`src/design/ffhtr_pkg.sv`:
```
package ffhtr_pkg;

  typedef logic [7:0] byte_t;

  // Configuration register indexes
  localparam int CFG_ADDR_W = 2;
  typedef logic [CFG_ADDR_W-1:0] cfg_addr_t;
  localparam cfg_addr_t CFG_HDR_FIRST  = 2'd0;
  localparam cfg_addr_t CFG_HDR_SECOND = 2'd1;
  localparam cfg_addr_t CFG_TRAILER    = 2'd2;

  // Register reset values
  localparam byte_t HDR_FIRST_RST  = 8'hAA;
  localparam byte_t HDR_SECOND_RST = 8'hA1;
  localparam byte_t TRAILER_RST    = 8'hEE;

endpackage

```
`src/design/ffhtr_if.sv`:
```
interface ffhtr_rx_if;
  logic                 valid;
  logic                 ready;
  ffhtr_pkg::byte_t     rx_byte;
  modport source (output valid, output rx_byte, input ready);
  modport sink   (input valid, input rx_byte, output ready);
endinterface

interface ffhtr_frame_if;
  logic                 valid;
  logic                 ready;
  ffhtr_pkg::byte_t     frame_byte;
  logic                 frame_last;
  modport source (output valid, output frame_byte, output frame_last, input ready);
  modport sink   (input valid, input frame_byte, input frame_last, output ready);
endinterface

interface ffhtr_cfg_if;
  logic                 valid;
  logic                 ready;
  ffhtr_pkg::cfg_addr_t addr;
  ffhtr_pkg::byte_t     data;
  modport source (output valid, output addr, output data, input ready);
  modport sink   (input valid, input addr, input data, output ready);
endinterface

```
`src/design/ffhtr_frame_ram.sv`:
```
module ffhtr_frame_ram #(
  parameter int DEPTH = 16,
  parameter int AW    = 4
) (
  input  logic             clk,
  input  logic             we,
  input  logic [AW-1:0]    waddr,
  input  ffhtr_pkg::byte_t wdata,
  input  logic             re,
  input  logic [AW-1:0]    raddr,
  output ffhtr_pkg::byte_t rdata
);

  ffhtr_pkg::byte_t mem [DEPTH];

  // One write port, one registered read port
  always_ff @(posedge clk) begin
    if (we) begin
      mem[waddr] <= wdata;
    end
    if (re) begin
      rdata <= mem[raddr];
    end
  end

endmodule

```
`src/design/ffhtr_rx_check.sv`:
```
module ffhtr_rx_check #(
  parameter int FRAME_LEN = 16,
  parameter int AW        = 4
) (
  input  logic             clk,
  input  logic             rst,
  input  logic             take,
  input  ffhtr_pkg::byte_t rx_byte,
  input  ffhtr_pkg::byte_t hdr_first,
  input  ffhtr_pkg::byte_t hdr_second,
  input  ffhtr_pkg::byte_t trailer,
  output logic             we,
  output logic [AW-1:0]    waddr,
  output ffhtr_pkg::byte_t wdata,
  output logic             start
);

  localparam logic [AW-1:0] POS_LAST    = AW'(FRAME_LEN - 1);
  localparam logic [AW-1:0] POS_TRAILER = AW'(FRAME_LEN - 2);
  localparam logic [AW-1:0] POS_ZERO    = '0;
  localparam logic [AW-1:0] POS_ONE     = AW'(1);

  logic [AW-1:0]    pos;
  logic [AW-1:0]    pos_next;
  ffhtr_pkg::byte_t byte0;
  ffhtr_pkg::byte_t byte1;
  ffhtr_pkg::byte_t trl;
  ffhtr_pkg::byte_t cur0;
  ffhtr_pkg::byte_t cur1;
  logic             emit;

  // Store every transfer at the current position
  assign we    = take;
  assign waddr = pos;
  assign wdata = rx_byte;
  assign start = take & emit;

  // Check header and trailer bytes against the current registers
  always_comb begin
    cur0     = (pos == POS_ZERO) ? rx_byte : byte0;
    cur1     = (pos == POS_ONE)  ? rx_byte : byte1;
    pos_next = pos + POS_ONE;
    emit     = 1'b0;
    if (cur0 != hdr_first) begin
      pos_next = POS_ZERO;
    end else if ((pos != POS_ZERO) && (cur1 != hdr_second)) begin
      pos_next = POS_ZERO;
    end else if (pos == POS_LAST) begin
      pos_next = POS_ZERO;
      emit     = (trl == trailer);
    end
  end

  always_ff @(posedge clk) begin
    if (rst) begin
      pos <= POS_ZERO;
    end else if (take) begin
      pos <= pos_next;
    end
  end

  // Keep copies of the bytes that later checks compare
  always_ff @(posedge clk) begin
    if (take && (pos == POS_ZERO)) begin
      byte0 <= rx_byte;
    end
    if (take && (pos == POS_ONE)) begin
      byte1 <= rx_byte;
    end
    if (take && (pos == POS_TRAILER)) begin
      trl <= rx_byte;
    end
  end

endmodule

```
`src/design/ffhtr_readout.sv`:
```
module ffhtr_readout #(
  parameter int FRAME_LEN = 16,
  parameter int AW        = 4
) (
  input  logic             clk,
  input  logic             rst,
  input  logic             start,
  output logic             busy,
  output logic             re,
  output logic [AW-1:0]    raddr,
  input  ffhtr_pkg::byte_t rdata,
  output logic             out_valid,
  input  logic             out_ready,
  output ffhtr_pkg::byte_t out_byte,
  output logic             out_last
);

  localparam logic [1:0] S_IDLE  = 2'd0;
  localparam logic [1:0] S_FETCH = 2'd1;
  localparam logic [1:0] S_SHOW  = 2'd2;

  localparam logic [AW-1:0] PTR_LAST = AW'(FRAME_LEN - 1);

  logic [1:0]    state;
  logic [AW-1:0] rd_ptr;

  assign busy      = (state != S_IDLE);
  assign re        = (state == S_FETCH);
  assign raddr     = rd_ptr;
  assign out_valid = (state == S_SHOW);
  assign out_byte  = rdata;
  assign out_last  = (rd_ptr == PTR_LAST);

  // Fetch each stored byte, then hold it until the transfer completes
  always_ff @(posedge clk) begin
    if (rst) begin
      state  <= S_IDLE;
      rd_ptr <= '0;
    end else begin
      unique case (state)
        S_IDLE: begin
          rd_ptr <= '0;
          if (start) begin
            state <= S_FETCH;
          end
        end
        S_FETCH: begin
          state <= S_SHOW;
        end
        S_SHOW: begin
          if (out_ready) begin
            if (out_last) begin
              state  <= S_IDLE;
              rd_ptr <= '0;
            end else begin
              state  <= S_FETCH;
              rd_ptr <= rd_ptr + AW'(1);
            end
          end
        end
        default: begin
          state <= S_IDLE;
        end
      endcase
    end
  end

endmodule

```
`src/design/fixed_frame_header_trailer_receiver_unit.sv`:
```
// Fixed-length frame receiver with header and trailer check.
// Channels: rx (sink) takes one received byte per transfer; frame (source)
// gives the bytes of an accepted frame in order, frame_last on the final one;
// cfg (sink) writes header_first_byte (0), header_second_byte (1) and
// trailer_byte (2), always ready, other addresses ignored.
// A received byte is written to the frame memory and checked against the
// header and trailer registers in the cycle in which it is taken. When the
// last byte of a good frame arrives, readout starts in the next cycle and
// steps through each output byte in a fetch state (memory read) and then a
// show state that offers it on frame; the next byte is fetched only after
// the current one has transferred.
// rx.ready is low while a frame is read out; a stall on frame holds the
// current byte in the output register and pauses the readout.
// Reset clears the byte count and readout state and loads the registers with
// 0xAA, 0xA1 and 0xEE; the frame memory needs no clearing, since every entry
// is written before it is read.
module fixed_frame_header_trailer_receiver_unit #(
  parameter int FRAME_LEN = 16
) (
  input  logic   clk,
  input  logic   rst,
  ffhtr_rx_if.sink      rx,
  ffhtr_frame_if.source frame,
  ffhtr_cfg_if.sink     cfg
);

  localparam int AW = $clog2(FRAME_LEN);

  ffhtr_pkg::byte_t hdr_first;
  ffhtr_pkg::byte_t hdr_second;
  ffhtr_pkg::byte_t trailer;

  logic             busy;
  logic             take;
  logic             we;
  logic [AW-1:0]    waddr;
  ffhtr_pkg::byte_t wdata;
  logic             re;
  logic [AW-1:0]    raddr;
  ffhtr_pkg::byte_t rdata;
  logic             start;

  // Configuration registers
  assign cfg.ready = 1'b1;

  always_ff @(posedge clk) begin
    if (rst) begin
      hdr_first  <= ffhtr_pkg::HDR_FIRST_RST;
      hdr_second <= ffhtr_pkg::HDR_SECOND_RST;
      trailer    <= ffhtr_pkg::TRAILER_RST;
    end else if (cfg.valid) begin
      unique case (cfg.addr)
        ffhtr_pkg::CFG_HDR_FIRST:  hdr_first  <= cfg.data;
        ffhtr_pkg::CFG_HDR_SECOND: hdr_second <= cfg.data;
        ffhtr_pkg::CFG_TRAILER:    trailer    <= cfg.data;
        default: begin
        end
      endcase
    end
  end

  // Accept bytes only while no frame is being read out
  assign rx.ready = ~busy;
  assign take     = rx.valid & ~busy;

  ffhtr_rx_check #(
    .FRAME_LEN (FRAME_LEN),
    .AW        (AW)
  ) u_rx_check (
    .clk        (clk),
    .rst        (rst),
    .take       (take),
    .rx_byte    (rx.rx_byte),
    .hdr_first  (hdr_first),
    .hdr_second (hdr_second),
    .trailer    (trailer),
    .we         (we),
    .waddr      (waddr),
    .wdata      (wdata),
    .start      (start)
  );

  ffhtr_frame_ram #(
    .DEPTH (FRAME_LEN),
    .AW    (AW)
  ) u_frame_ram (
    .clk   (clk),
    .we    (we),
    .waddr (waddr),
    .wdata (wdata),
    .re    (re),
    .raddr (raddr),
    .rdata (rdata)
  );

  ffhtr_readout #(
    .FRAME_LEN (FRAME_LEN),
    .AW        (AW)
  ) u_readout (
    .clk       (clk),
    .rst       (rst),
    .start     (start),
    .busy      (busy),
    .re        (re),
    .raddr     (raddr),
    .rdata     (rdata),
    .out_valid (frame.valid),
    .out_ready (frame.ready),
    .out_byte  (frame.frame_byte),
    .out_last  (frame.frame_last)
  );

  // Input and output never transfer in the same cycle
  assert property (@(posedge clk) disable iff (rst)
    (rx.valid && rx.ready) |-> !frame.valid)
    else $error("input transfer during frame readout");

  // A completed frame blocks input from the next cycle
  assert property (@(posedge clk) disable iff (rst)
    start |=> !rx.ready)
    else $error("input not blocked after frame completion");

  // Readout ends after the last byte transfers
  assert property (@(posedge clk) disable iff (rst)
    (frame.valid && frame.ready && frame.frame_last) |=> (!frame.valid && rx.ready))
    else $error("readout continues past last byte");

  // The memory is never read and written in the same cycle
  assert property (@(posedge clk) disable iff (rst)
    !(we && re))
    else $error("frame memory read during byte write");

endmodule

```
`src/flat_wrapper.sv`:
```
// flat-port wrapper written by rule: the top's interface ports become plain ports
module fixed_frame_header_trailer_receiver_unit_flat 
#(
  parameter int FRAME_LEN = 16
)
  (clk, rst, rx_valid, rx_rx_byte, rx_ready, frame_valid, frame_frame_byte, frame_frame_last, frame_ready, cfg_valid, cfg_addr, cfg_data, cfg_ready);
  ffhtr_rx_if rx_i ();
  ffhtr_frame_if frame_i ();
  ffhtr_cfg_if cfg_i ();
  input  logic clk;
  input  logic rst;
  input wire logic [$bits(rx_i.valid)-1:0] rx_valid;
  input wire logic [$bits(rx_i.rx_byte)-1:0] rx_rx_byte;
  output wire logic [$bits(rx_i.ready)-1:0] rx_ready;
  output wire logic [$bits(frame_i.valid)-1:0] frame_valid;
  output wire logic [$bits(frame_i.frame_byte)-1:0] frame_frame_byte;
  output wire logic [$bits(frame_i.frame_last)-1:0] frame_frame_last;
  input wire logic [$bits(frame_i.ready)-1:0] frame_ready;
  input wire logic [$bits(cfg_i.valid)-1:0] cfg_valid;
  input wire logic [$bits(cfg_i.addr)-1:0] cfg_addr;
  input wire logic [$bits(cfg_i.data)-1:0] cfg_data;
  output wire logic [$bits(cfg_i.ready)-1:0] cfg_ready;
  assign rx_i.valid = rx_valid;
  assign rx_i.rx_byte = rx_rx_byte;
  assign rx_ready = rx_i.ready;
  assign frame_valid = frame_i.valid;
  assign frame_frame_byte = frame_i.frame_byte;
  assign frame_frame_last = frame_i.frame_last;
  assign frame_i.ready = frame_ready;
  assign cfg_i.valid = cfg_valid;
  assign cfg_i.addr = cfg_addr;
  assign cfg_i.data = cfg_data;
  assign cfg_ready = cfg_i.ready;
  fixed_frame_header_trailer_receiver_unit #(.FRAME_LEN(FRAME_LEN)) u_core (.clk(clk), .rst(rst), .rx(rx_i), .frame(frame_i), .cfg(cfg_i));
endmodule
```
`config.mk`:
```
export PLATFORM = sky130hd
export DESIGN_NAME = fixed_frame_header_trailer_receiver_unit_flat
export DESIGN_NICKNAME = d
export VERILOG_FILES = /design/src/design/ffhtr_pkg.sv /design/src/design/ffhtr_if.sv /design/src/design/ffhtr_frame_ram.sv /design/src/design/ffhtr_rx_check.sv /design/src/design/ffhtr_readout.sv /design/src/design/fixed_frame_header_trailer_receiver_unit.sv /design/src/flat_wrapper.sv
export SDC_FILE = /design/constraint.sdc
export NUM_CORES = 1
export LEC_CHECK = 0
export BUFFER_PORTS_ARGS = -buffer_cell sky130_fd_sc_hd__buf_2
export CAP_MARGIN = 5
export CORE_MARGIN = 2
export CORE_UTILIZATION = 55
export CTS_CLUSTER_DIAMETER = 120
export CTS_CLUSTER_SIZE = 30
export DETAILED_ROUTE_END_ITERATION = 16
export PLACE_DENSITY = 0.72
export SYNTH_ARGS = -nofsm -noshare
export SYNTH_HDL_FRONTEND = slang
export SYNTH_HIERARCHICAL = 1
export SYNTH_SLANG_ARGS = --single-unit
```
`constraint.sdc`:
```
create_clock -name clk -period 2.75 [get_ports clk]
set_input_delay 0.4125 -clock clk [delete_from_list [all_inputs] [get_ports clk]]
set_output_delay 0.4125 -clock clk [all_outputs]
set_load 0.02 [all_outputs]
```
==> results of run 1 <==
[critical path, cell delays in order (launching register included)]
cell and delay (ps):
sky130_fd_sc_hd__dfxtp_1 320, sky130_fd_sc_hd__inv_1 100, sky130_fd_sc_hd__ha_1 150, sky130_fd_sc_hd__nor3b_4 310, sky130_fd_sc_hd__buf_4 190, sky130_fd_sc_hd__mux2i_1 220, sky130_fd_sc_hd__xor2_1 160, sky130_fd_sc_hd__a41o_2 270
sky130_fd_sc_hd__nand2_2 60, sky130_fd_sc_hd__nor4_2 280, sky130_fd_sc_hd__and2b_1 160, sky130_fd_sc_hd__a31oi_1 40, sky130_fd_sc_hd__nor3_1 140
[layout by cell type, fill, tap and decap left out, types with 16 or more instances in the layout]
cell type | netlist | layout
sky130_fd_sc_hd__nor2_1 | 38 | 38
sky130_fd_sc_hd__mux4_2 | 18 | 18
sky130_fd_sc_hd__dfxtp_1 | 34 | 33
sky130_fd_sc_hd__buf_4 | 19 | 31
sky130_fd_sc_hd__edfxtp_1 | 160 | 160
sky130_fd_sc_hd__buf_2 | 8 | 33
sky130_fd_sc_hd__clkbuf_16 | 0 | 17
sky130_fd_sc_hd__mux2i_1 | 30 | 30
sky130_fd_sc_hd__nand2b_1 | 23 | 23
sky130_fd_sc_hd__a22oi_1 | 16 | 16
[power by group]
group          switching [mW]  internal [mW]  total (mW)
logic                   0.118         0.0695       0.187
clock network            1.00           1.59        2.59
registers              0.0187           3.20        3.22
total                    1.14           4.86        6.00
[what timing repair did]
| action | CTS | global route |
|---|---|---|
| resized for setup | 0 | 2 |
| endpoints found under the setup margin | 0 | 1 |
| setup buffers | 0 | 1 |
[path summary, 6_finish.rpt]
kind	end	slack (ps)	cells past startpoint
max	u_core/u_readout/state[0]	260	12
max reg2reg	u_core/u_readout/state[0]	260	12
min	u_core/hdr_second[1]	260	3
min reg2reg	u_core/trailer[0]	500	2
[synthesized netlist by cell type, drive strengths merged, types with 13 or more instances]
master / number
a22oi: 16
buf: 35
dfxtp: 34
edfxtp: 160
inv: 15
mux2i: 30
mux4: 32
nand2: 16
nand2b: 23
nor2: 38
nor2b: 13
[per-layer routing]
layer	track usage (%)	vias to the layer above	share of wire [%]
li1	-	2091	-
met1	29.7	2292	45
met2	35.1	134	49
met3	4.40	24	3.9
met4	7.43	0	1.9
met5	0	-	0
[flip-flops by register name (all words and copies together), names as in the netlist]
register                  count
u_core/hdr_second             8
u_core/trailer                8
u_core/hdr_first              8
u_core/u_readout/state        2
u_core/u_readout/raddr        4
u_core/u_frame_ram/mem      128
u_core/u_rx_check/byte0       8
u_core/u_rx_check/waddr       4
u_core/u_rx_check/trl         8
u_core/u_rx_check/byte1       8
u_core/u_frame_ram/rdata      8
[metrics by stage]
stage / utilization [%] / std cells / worst slack (ps)
2_1_floorplan: - / 527 / 203
3_3_place_gp: 59.2 / 735 / 361
3_5_place_dp: 59.2 / 735 / 245
4_1_cts: 63.4 / 767 / 207
5_1_grt: 63.6 / 769 / 56.3
6_report: 63.6 / 769 / 264
[cell type report]
class	count	share of cell area, %
clock buffers	21	5.05
clock inverters	11	1.69
inverters	15	0.604
multi-input cells	279	26.8
flip-flops and latches	194	58.9
well taps	184	2.47
repair buffers	65	4.49
[cells by family (layout without fill, tap and decap cells)]
family          count (synthesis)  count (layout)  synth area share, %
flops                         194             194                 65.8
simple gates                  134             135                 9.30
mux                            62              62                 12.9
compound gates                 56              56                 4.67
buf+inv                        55             112                 4.40
xor+xnor                       20              20                 2.10
fa+ha+maj                       5               5                0.751
other cells                     1               1               0.0450
==> impl_summary.log, run 1 <==
INFO  metric clock_path_buffers = 2
INFO  metric vias = 4541
INFO  metric worstSetupPathType = register to register
INFO  metric cts_tree = built
INFO  metric portBuffers = 33
INFO  metric synth-seq-cells = between 150 and 200
INFO  metric finish.instance_area = 9320 sq um
INFO  metric cts_htree_levels = 4
INFO  metric hold_start = cfg_data[1]
INFO  metric remaining_routing_drc_violations = 0
INFO  metric ctsHoldBuffers = 0
INFO  metric max-vdd-ir-drop = just over 400 uV
INFO  metric first_pass_grt_wire_length = 25800 microns
INFO  metric floorplan.core_area = 14600 sq um
INFO  metric fmaxAchievable = 402 MHz
INFO  metric startpoint_type = register
INFO  metric number_of_nets_with_antenna_violations_after_routing = 0
INFO  metric clock-sinks = 194
INFO  metric std_cell_rows = between 40 and 50
INFO  metric cts_root_buf = sky130_fd_sc_hd__clkbuf_16
INFO  metric report.final.slew_viol_count = 0
INFO  metric run_status = finished clean
INFO  metric die_area = 16100 sq um
INFO  metric reg2reg_from = u_core/u_rx_check/waddr[1]
INFO  metric synthArstFlopShare = 0%
INFO  metric synth.top_cell.area_share = between 50 and 60%
INFO  metric fin_worst_skew = between 7 and 8 ps
INFO  metric max_slew.worst_pin.slew = 723 ps
INFO  metric grtUsageTotal = 21.7%
INFO  metric worstPathArrival = 2830 ps
INFO  metric synth-edff-count = 160
INFO  metric die_height = 127 microns
INFO  metric final.setup.tns = 0 ps
INFO  metric place_congestion = 0.907
INFO  metric area.sequential = 5490 sq um
INFO  metric cp_capture_type = register
INFO  metric clk-insertion-delay-late = approximately 430 ps
INFO  metric multi_input_area = 2500 sq um
INFO  metric grt_start_max_net_pins = 48
INFO  metric hold-worst-slack = roughly 260 ps
INFO  metric synthCells = 527
INFO  metric rsz0062_at_grt = no
INFO  metric layout-area-overhead-vs-synth = 11.8%
INFO  metric detail_route.wl_per_cell = about 22 microns
INFO  metric fraction_of_final_layout_cells_sized_beyond_drive_strength_1 = a little under a quarter
INFO  metric finalHoldViolCount = 0
INFO  metric crit_fanout = 6
INFO  metric drt-total-wl = 16600 microns
INFO  metric initialDrtViolationCount = roughly 450
INFO  metric first_global_vias = 4654
INFO  metric seq_area_frac_synth = 65.8%
INFO  metric synth_area_per_cell = 15.8 sq um
INFO  metric post-synth-top-area-cell = sky130_fd_sc_hd__edfxtp_1
INFO  metric timing.hold.worst.class = primary input to register
INFO  metric cellLeakagePower = 3.22 nW
INFO  metric finalPower = 6.00 mW
INFO  metric worst-endpoint-required = between 3000 and 4000 ps
INFO  metric pwr_density_cell = 644 nW/um^2
INFO  metric yosys.cell_types.count = 60
INFO  metric minimum_clock_period_after_layout = about 2500 ps
INFO  metric synth_area = 8330 sq um
INFO  metric die_w = 127 microns
INFO  metric antenna_cells_inserted = 0
INFO  metric num-fill-cells = 1046
INFO  metric placement.cell_area = around 8700 sq um
INFO  metric synth_nets = 555
INFO  metric vias_per_cell = 5.91
INFO  metric report.final.setup_viol = 0
INFO  metric fin_nets = 600
INFO  metric synth_top_cells_by_area = sky130_fd_sc_hd__edfxtp_1 (58%), sky130_fd_sc_hd__dfxtp_1 (8.2%), sky130_fd_sc_hd__mux4_2 (4.9%)
INFO  metric final_min_period_over_clock_period = 90.4%
INFO  metric grt_overflow_total = 0
INFO  metric worst_setup_path_startpoint = u_core/u_rx_check/waddr[1]
INFO  metric most_used_flip_flop_cell_after_synthesis = sky130_fd_sc_hd__edfxtp_1
INFO  metric drt-pass1-iter-count = 5
INFO  metric max_cap_violations = 0
INFO  metric numCtsBuffers = 17
INFO  metric slew-limit-headroom = between 50% and 60%
INFO  metric design.portCount = 35
INFO  metric ys_warn_count = 6
INFO  metric grt_antenna_before_repair = 0
INFO  metric detailed_place_hpwl = 10800 microns
INFO  metric start_util = a little under three fifths
INFO  metric clk_pin_slew_worst_paths = 60 ps
Note: power is estimated with default switching activity, not from simulation.
==> run 2, diff against run 1 <==
--- a/config.mk
+++ b/config.mk
@@ -8,11 +8,11 @@
 export BUFFER_PORTS_ARGS = -buffer_cell sky130_fd_sc_hd__buf_2
 export CAP_MARGIN = 5
 export CORE_MARGIN = 2
-export CORE_UTILIZATION = 55
+export CORE_UTILIZATION = 56
 export CTS_CLUSTER_DIAMETER = 120
 export CTS_CLUSTER_SIZE = 30
 export DETAILED_ROUTE_END_ITERATION = 16
-export PLACE_DENSITY = 0.72
+export PLACE_DENSITY = 0.73
 export SYNTH_ARGS = -nofsm -noshare
 export SYNTH_HDL_FRONTEND = slang
 export SYNTH_HIERARCHICAL = 1
==> impl_summary.log, run 2 (synthesized netlist as in run 1, its figures left out) <==
INFO  metric worstPathArrival = 2970 ps (+140 ps)
INFO  metric timing.hold.worst.class = primary input to register
INFO  metric minimum_clock_period_after_layout = 2620 ps (+133 ps)
INFO  metric initialDrtViolationCount = 392 (-13%)
INFO  metric worst_setup_timing_slack_at_the_placement_stage = 34.3 ps (-211 ps)
INFO  metric ctsHoldBuffers = 0 (unchanged)
INFO  metric fin_nets = 601 (+0.17%)
INFO  metric grt_start_max_net_pins = 48 (unchanged)
INFO  metric drt-pass1-iter-count = 5 (unchanged)
INFO  metric final_critical_path_setup_slack = 131 ps (-133 ps)
INFO  metric worst-endpoint-required = 3100 ps (about the same)
INFO  metric timing.critical_path.cells = inv_1 -> ha_1 -> nor3b_4 -> buf_4 -> o21ai_1 -> a211oi_1 -> a41o_2 -> nand2_2 -> nor4_4 -> and2b_1 -> a31oi_1 -> nor3_1
INFO  metric critPathMaxStageDelay = 350 ps (+30 ps)
INFO  metric post_layout_nonfiller_instances = 770 (+0.13%)
INFO  metric grt_overflow_total = 0 (unchanged)
INFO  metric max-vdd-ir-drop = 415 uV (+0.29%)
INFO  metric vias = 4546 (+0.11%)
INFO  metric layout_commonest_cell = sky130_fd_sc_hd__edfxtp_1
INFO  metric detail_route.wl_per_cell = 21.5 microns (-0.14%)
INFO  metric cts_root_buf = sky130_fd_sc_hd__clkbuf_16
INFO  metric report.final.setup_viol = 0 (unchanged)
INFO  metric clock_path_buffers = 2 (unchanged)
INFO  metric numCtsBuffers = 17 (unchanged)
INFO  metric critical-path-top-delay-family = simple AND/OR/NAND/NOR gates
INFO  metric detailed_place_hpwl = 10900 microns (+0.84%)
INFO  metric die_area = 15900 sq um (-1.7%)
INFO  metric place_congestion = 0.932 (+2.8%)
INFO  metric clk-insertion-delay-late = 430 ps (about the same)
INFO  metric grt_antenna_before_repair = 0 (unchanged)
INFO  metric portBuffers = 33 (unchanged)
INFO  metric mostFrequentLayoutCells = sky130_fd_sc_hd__edfxtp_1 (160), sky130_fd_sc_hd__nor2_1 (38), sky130_fd_sc_hd__buf_2 (33), sky130_fd_sc_hd__dfxtp_1 (33), sky130_fd_sc_hd__buf_4 (32)
INFO  metric worst-path-buf-inv = 2 (unchanged)
INFO  metric top_reg_by_flops = u_core/u_frame_ram/mem
INFO  metric start_util = 57.3% (+0.43 points)
INFO  metric std_cell_rows = 44 (unchanged)
INFO  metric cp_capture_type = register
INFO  metric run_status = finished clean
INFO  metric fmaxAchievable = 382 MHz (-5.1%)
INFO  metric placedCellCount = 736 (+0.14%)
INFO  metric max_cap_violations = 0 (unchanged)
INFO  metric clock-sinks = 194 (unchanged)
INFO  metric remaining_routing_drc_violations = 0 (unchanged)
INFO  metric worstSetupPathType = register to register
INFO  metric drt-total-wl = 16600 microns (about the same)
INFO  metric max_slew.worst_pin.slew = 726 ps (+2.92 ps)
INFO  metric first_pass_grt_wire_length = 25700 microns (-0.37%)
INFO  metric slew-limit-headroom = 51.6% (-0.19 points)
INFO  metric antenna_cells_inserted = 0 (unchanged)
INFO  metric cts_htree_levels = 4 (unchanged)
INFO  metric finalHoldViolCount = 0 (unchanged)
INFO  metric largest_register_ff_count = 128 (unchanged)
INFO  metric grtUsageTotal = 22.0% (+0.33 points)
INFO  metric floorplan.core_area = 14500 sq um (-0.75%)
INFO  metric fin_worst_skew = 5.79 ps (-1.59 ps)
INFO  metric design.portCount = 35 (unchanged)
INFO  metric pwr_density_cell = 608 nW/um^2 (-5.5%)
INFO  metric slowest_stage = sky130_fd_sc_hd__nor3b_4
INFO  metric vias_per_cell = 5.90 (about the same)
INFO  metric number_of_nets_with_antenna_violations_after_routing = 0 (unchanged)
INFO  metric crit_fanout = 7 (+1)
INFO  metric clk_pin_slew_worst_paths = 60 ps (about the same)
INFO  metric fraction_of_final_layout_cells_sized_beyond_drive_strength_1 = 21.5% (-1.4 points)
INFO  metric cellLeakagePower = 3.16 nW (-1.7%)
INFO  metric startpoint_type = register
INFO  metric layout-area-overhead-vs-synth = 10.7%
INFO  metric die_height = 126 microns (-0.87%)
INFO  metric die_w = 126 microns (-0.87%)
INFO  metric report.final.slew_viol_count = 0 (unchanged)
INFO  metric cts_tree = built
INFO  metric first_global_vias = 4595 (-1.3%)
INFO  metric final_min_period_over_clock_period = 95.2% (+4.8 points)
run 2: changes by cell type in the layout (fill, tap and decap cells not counted), moves of 3 or more:
| cell | previous run | this run |
|---|---|---|
| sky130_fd_sc_hd__clkbuf_1 | 1 | 7 |
| sky130_fd_sc_hd__clkbuf_8 | 3 | 0 |
| sky130_fd_sc_hd__clkinv_1 | 1 | 4 |
| sky130_fd_sc_hd__clkinv_2 | 5 | 2 |
| sky130_fd_sc_hd__bufinv_16 | 4 | 1 |
run 2: what timing repair did:
| action | in CTS | in global routing |
|---|---|---|
| setup endpoints to repair | 0 | 1 |
| buffers inserted | 0 | 1 |
| endpoints found under the hold margin | 0 | 0 |
| resized for setup | 0 | 4 |
run 2: where the power goes:
group / internal [mW] / switching [mW]
registers: 3.20 / 0.0190
clock network: 1.23 / 0.966
logic: 0.0705 / 0.119
run 2: per-stage QoR:
stage	power [mW]	setup TNS [ps]	instance area [sq um]	utilization (%)	hold WS, ps
final	5.61	0	9220	63.4	257
after global routing	5.77	-3.55	9220	63.4	270
after CTS	5.64	0	9180	63.2	242
after detailed placement	3.47	0	8670	59.7	486
after global placement	3.46	0	8670	59.7	482
after floorplan	3.39	0	8330	-	460
run 2: layout make-up:
type	instances	area, sq um
Clock inverter	8	62.6
Multi-Input combinational cell	279	2510
Sequential cell	194	5490
Tap cell	184	230
Inverter	15	56.3
Timing Repair Buffer	66	425
Fill cell	1070	5310
Clock buffer	24	452
run 2: worst paths after layout:
check,start,to,slack (ps),depth (start not counted)
worst min register to register,u_core/trailer[4],u_core/trailer[4],500,2
worst min-delay path,cfg_data[3],u_core/hdr_second[3],260,3
worst max-delay path,u_core/u_rx_check/waddr[1],u_core/u_readout/state[0],130,12
worst max register to register,u_core/u_rx_check/waddr[1],u_core/u_readout/state[0],130,12
run 2: per-layer routing:
| metal | track usage (%) | up-vias | share of wire (%) |
|---|---|---|---|
| met5 | 0 | - | 0 |
| met4 | 8.21 | 0 | 1.8 |
| met3 | 4.16 | 18 | 6.0 |
| met2 | 35.9 | 152 | 50 |
| met1 | 29.8 | 2280 | 42 |
| li1 | - | 2096 | - |
run 2: worst register-to-register path: stages, from the launching register on:
cell	delay (ps)
sky130_fd_sc_hd__dfxtp_1	310
sky130_fd_sc_hd__inv_1	100
sky130_fd_sc_hd__ha_1	160
sky130_fd_sc_hd__nor3b_4	350
sky130_fd_sc_hd__buf_4	220
sky130_fd_sc_hd__o21ai_1	90
sky130_fd_sc_hd__a211oi_1	280
sky130_fd_sc_hd__a41o_2	300
sky130_fd_sc_hd__nand2_2	90
sky130_fd_sc_hd__nor4_4	320
sky130_fd_sc_hd__and2b_1	160
sky130_fd_sc_hd__a31oi_1	40
sky130_fd_sc_hd__nor3_1	120
==> run 3, diff against run 2 <==
--- a/config.mk
+++ b/config.mk
@@ -8,12 +8,11 @@
 export BUFFER_PORTS_ARGS = -buffer_cell sky130_fd_sc_hd__buf_2
 export CAP_MARGIN = 5
 export CORE_MARGIN = 2
-export CORE_UTILIZATION = 56
+export CORE_UTILIZATION = 55
 export CTS_CLUSTER_DIAMETER = 120
 export CTS_CLUSTER_SIZE = 30
 export DETAILED_ROUTE_END_ITERATION = 16
-export PLACE_DENSITY = 0.73
+export PLACE_DENSITY = 0.72
 export SYNTH_ARGS = -nofsm -noshare
 export SYNTH_HDL_FRONTEND = slang
-export SYNTH_HIERARCHICAL = 1
 export SYNTH_SLANG_ARGS = --single-unit
==> impl_summary.log, run 3 <==
INFO  metric synth.top_cell.area_share = 56.5% (-1.1 points)
INFO  metric number_of_nets_with_antenna_violations_after_routing = 0 (unchanged)
INFO  metric synth_top_family_by_area = multiplexers
INFO  metric cellLeakagePower = 2.85 nW (-9.8%)
INFO  metric synthXorXnorAreaFrac = 1.82% (-0.28 points)
INFO  metric startpoint_type = register
INFO  metric slew-limit-headroom = 53.4% (+1.8 points)
INFO  metric crit_fanout = 6 (-1)
INFO  metric critical-path-top-delay-family = simple AND/OR/NAND/NOR gates
INFO  metric slowest_stage = sky130_fd_sc_hd__or3b_4
INFO  metric minimum_clock_period_after_layout = 2560 ps (-60.0 ps)
INFO  metric reg2reg_from = u_core.u_rx_check.waddr[1]
INFO  metric start_util = 56.8% (-0.54 points)
INFO  metric max_cap_violations = 0 (unchanged)
INFO  metric clock-sinks = 170 (-12%)
INFO  metric first_global_vias = 4194 (-8.7%)
INFO  metric run_status = finished clean
INFO  metric portBuffers = 33 (unchanged)
INFO  metric worst_setup_path_startpoint = u_core.u_rx_check.waddr[1]
INFO  metric final.setup.tns = 0 ps (unchanged)
INFO  metric vias_per_cell = 6.06 (+2.7%)
INFO  metric mostFrequentLayoutCells = sky130_fd_sc_hd__edfxtp_1 (136), sky130_fd_sc_hd__mux4_2 (40), sky130_fd_sc_hd__nand2_1 (38), sky130_fd_sc_hd__buf_2 (33), sky130_fd_sc_hd__dfxtp_1 (33)
INFO  metric fin_nets = 541 (-10%)
INFO  metric worst-endpoint-required = 3090 ps (about the same)
INFO  metric clk-insertion-delay-late = 420 ps (about the same)
INFO  metric pwr_density_cell = 625 nW/um^2 (+2.8%)
INFO  metric initialDrtViolationCount = 450 (+15%)
INFO  metric cts_htree_levels = 4 (unchanged)
INFO  metric clock_path_buffers = 2 (unchanged)
INFO  metric placement.cell_area = 7660 sq um (-12%)
INFO  metric grtUsageTotal = 24.4% (+2.4 points)
INFO  metric report.final.setup_viol = 0 (unchanged)
INFO  metric yosys.cell_types.count = 47 (-22%)
INFO  metric muxShareOfSynthArea = 14.4% (+1.5 points)
INFO  metric drt-pass1-iter-count = 6 (+1)
INFO  metric top_reg_by_flops = u_core.u_frame_ram.mem
INFO  metric synth_area_per_cell = 15.5 sq um (-1.9%)
INFO  metric fin_worst_skew = 11.9 ps (+6.07 ps)
INFO  metric clk_pin_slew_worst_paths = 70 ps (about the same)
INFO  metric die_height = 119 microns (-5.8%)
INFO  metric cp_capture_type = register
INFO  metric largest_register_ff_count = 114 (-11%)
INFO  metric most_used_flip_flop_cell_after_synthesis = sky130_fd_sc_hd__edfxtp_1
INFO  metric synth-adder-area-share = 0.866% (+0.12 points)
INFO  metric max_slew.worst_pin.slew = 696 ps (-30.0 ps)
INFO  metric synth_top_cells_by_area = sky130_fd_sc_hd__edfxtp_1 (57%), sky130_fd_sc_hd__mux4_2 (12%), sky130_fd_sc_hd__dfxtp_1 (9.4%)
INFO  metric remaining_routing_drc_violations = 0 (unchanged)
INFO  metric seq_area_frac_synth = 66.0% (+0.12 points)
INFO  metric post-synth-top-area-cell = sky130_fd_sc_hd__edfxtp_1
INFO  metric post_synth_most_frequent_cells = sky130_fd_sc_hd__edfxtp_1 (136), sky130_fd_sc_hd__mux4_2 (40), sky130_fd_sc_hd__nand2_1 (38), sky130_fd_sc_hd__dfxtp_1 (34), sky130_fd_sc_hd__nor2_1 (25)
INFO  metric antenna_cells_inserted = 0 (unchanged)
INFO  metric synth_simple_gate_area_share = 9.79% (+0.49 points)
INFO  metric synth-compound-area-share = 4.78% (+0.11 points)
INFO  metric finalHoldViolCount = 0 (unchanged)
INFO  metric floorplan.core_area = 12700 sq um (-12%)
INFO  metric synth_area = 7220 sq um (-13%)
INFO  metric report.final.slew_viol_count = 0 (unchanged)
INFO  metric first_pass_grt_wire_length = 24800 microns (-3.8%)
INFO  metric die_area = 14100 sq um (-11%)
INFO  metric worst-path-buf-inv = 1 (-1)
INFO  metric layout_commonest_cell = sky130_fd_sc_hd__edfxtp_1
INFO  metric finalPower = 5.12 mW (-8.7%)
INFO  metric cts_root_buf = sky130_fd_sc_hd__clkbuf_16
INFO  metric fmaxAchievable = 391 MHz (+2.3%)
INFO  metric num-fill-cells = 981 (-8.3%)
INFO  metric design.portCount = 35 (unchanged)
INFO  metric timing.critical_path.cells = inv_1 -> ha_1 -> or3b_4 -> mux2_1 -> a2111oi_2 -> a31oi_1 -> or3b_1 -> a21oi_1
INFO  metric finish.instance_area = 8190 sq um (-11%)
INFO  metric critPathMaxStageDelay = 430 ps (+80 ps)
INFO  metric synth-edff-count = 136 (-15%)
INFO  metric synth_nets = 494 (-11%)
INFO  metric numCtsBuffers = 17 (unchanged)
INFO  metric final_min_period_over_clock_period = 93.1% (-2.2 points)
INFO  metric ctsHoldBuffers = 0 (unchanged)
INFO  metric drt-total-wl = 16100 microns (-3.2%)
INFO  metric fraction_of_final_layout_cells_sized_beyond_drive_strength_1 = 22.7% (+1.2 points)
INFO  metric die_w = 119 microns (-5.8%)
INFO  metric synthArstFlopShare = 0% (unchanged)
INFO  metric std_cell_rows = 41 (-6.8%)
INFO  metric max-vdd-ir-drop = 390 uV (-6.1%)
INFO  metric vias = 4220 (-7.2%)
INFO  metric layout-area-overhead-vs-synth = 13.4%
INFO  metric synth-seq-cells = 170 (-12%)
INFO  metric hold_start = cfg_data[1]
INFO  metric worstSetupPathType = register to register
INFO  metric grt_overflow_total = 0 (unchanged)
INFO  metric timing.hold.worst.class = primary input to register
INFO  metric detailed_place_hpwl = 11200 microns (+3.1%)
INFO  metric synth_most_common_cell = sky130_fd_sc_hd__edfxtp_1
INFO  metric rsz0062_at_grt = no
INFO  metric grt_start_max_net_pins = 37 (-23%)
INFO  metric cts_tree = built
INFO  metric detail_route.wl_per_cell = 23.1 microns (+7.1%)
INFO  metric postCtsSetupRepairBufs = 0 (unchanged)
INFO  metric grt_antenna_before_repair = 0 (unchanged)
INFO  metric place_congestion = 0.811 (-13%)
INFO  metric worstPathArrival = 2900 ps (-70 ps)
INFO  metric synthCells = 466 (-12%)
INFO  metric ys_warn_count = 0 (-6)
## run 3: cell types whose count changed after synthesis, sizes merged, moves of 15 or more
| cell | previous run | this run |
|---|---|---|
| buf | 35 | 8 |
| nand2 | 16 | 38 |
| mux2i | 30 | 13 |
| nand2b | 23 | 7 |
| a22oi | 16 | 1 |
| edfxtp | 160 | 136 |
## run 3: through the flow
step | std cells | setup WS, ps | utilization (%) | hold slack, ps
finish | 696 | 191 | 64.4 | 242
global route | 696 | 37.9 | 64.4 | 231
CTS | 696 | 129 | 64.3 | 228
detailed placement | 666 | 161 | 60.2 | 476
global placement | 666 | 228 | 60.2 | 462
floorplan | 466 | 428 | - | 448
## run 3: worst paths after layout
check                         endpoint  slack [ps]  cells after the start
max          u_core.u_readout.state[0]         190                      8
max reg2reg  u_core.u_readout.state[0]         190                      8
min                u_core.hdr_first[1]         240                      2
min reg2reg          u_core.trailer[5]         480                      2
## run 3: area by class of cell
| cell class | count | area, sq um | area share (%) |
|---|---|---|---|
| inverter | 19 | 71.3 | 0.870 |
| tap | 172 | 215 | 2.63 |
| multi-input combinational | 255 | 2310 | 28.2 |
| sequential | 170 | 4770 | 58.2 |
| timing repair buffer | 50 | 318 | 3.88 |
| clock buffer | 21 | 440 | 5.37 |
| clock inverter | 9 | 76.3 | 0.931 |
## run 3: what timing repair did
action | 4_1_cts | 5_1_grt
endpoints found under the setup margin | 0 | 1
hold endpoints to repair | 0 | 0
gates resized for setup | 0 | 3
## run 3: cells by family after synthesis
kind of cell / count (synthesis)
simple gates: 131
buf+inv: 41
other cells: 1
xor+xnor: 15
fa+ha+maj: 5
mux: 54
compound gates: 49
flops: 170
## run 3: worst register-to-register path, cell delays in order, from the launching register on
cell	delay, ps
sky130_fd_sc_hd__dfxtp_1	360
sky130_fd_sc_hd__inv_1	120
sky130_fd_sc_hd__ha_1	170
sky130_fd_sc_hd__or3b_4	430
sky130_fd_sc_hd__mux2_1	350
sky130_fd_sc_hd__a2111oi_2	310
sky130_fd_sc_hd__a31oi_1	220
sky130_fd_sc_hd__or3b_1	390
sky130_fd_sc_hd__a21oi_1	130
## run 3: metal layers
layer / part of all wire, % / routed length (microns) / track usage, %
met4: 3.1 / 502 / 9.82
met2: 50 / 8030 / 39.0
met1: 41 / 6620 / 32.4
met3: 5.6 / 901 / 5.69
met5: 0 / 0 / 0
## run 3: report_power, final
| part | total [mW] | leakage (nW) | internal [mW] | switching (mW) |
|---|---|---|---|---|
| Combinational | 0.177 | 1.09 | 0.0679 | 0.109 |
| Clock | 2.13 | 0.251 | 1.23 | 0.900 |
| Sequential | 2.82 | 1.51 | 2.80 | 0.0227 |
| Total | 5.12 | 2.85 | 4.09 | 1.03 |
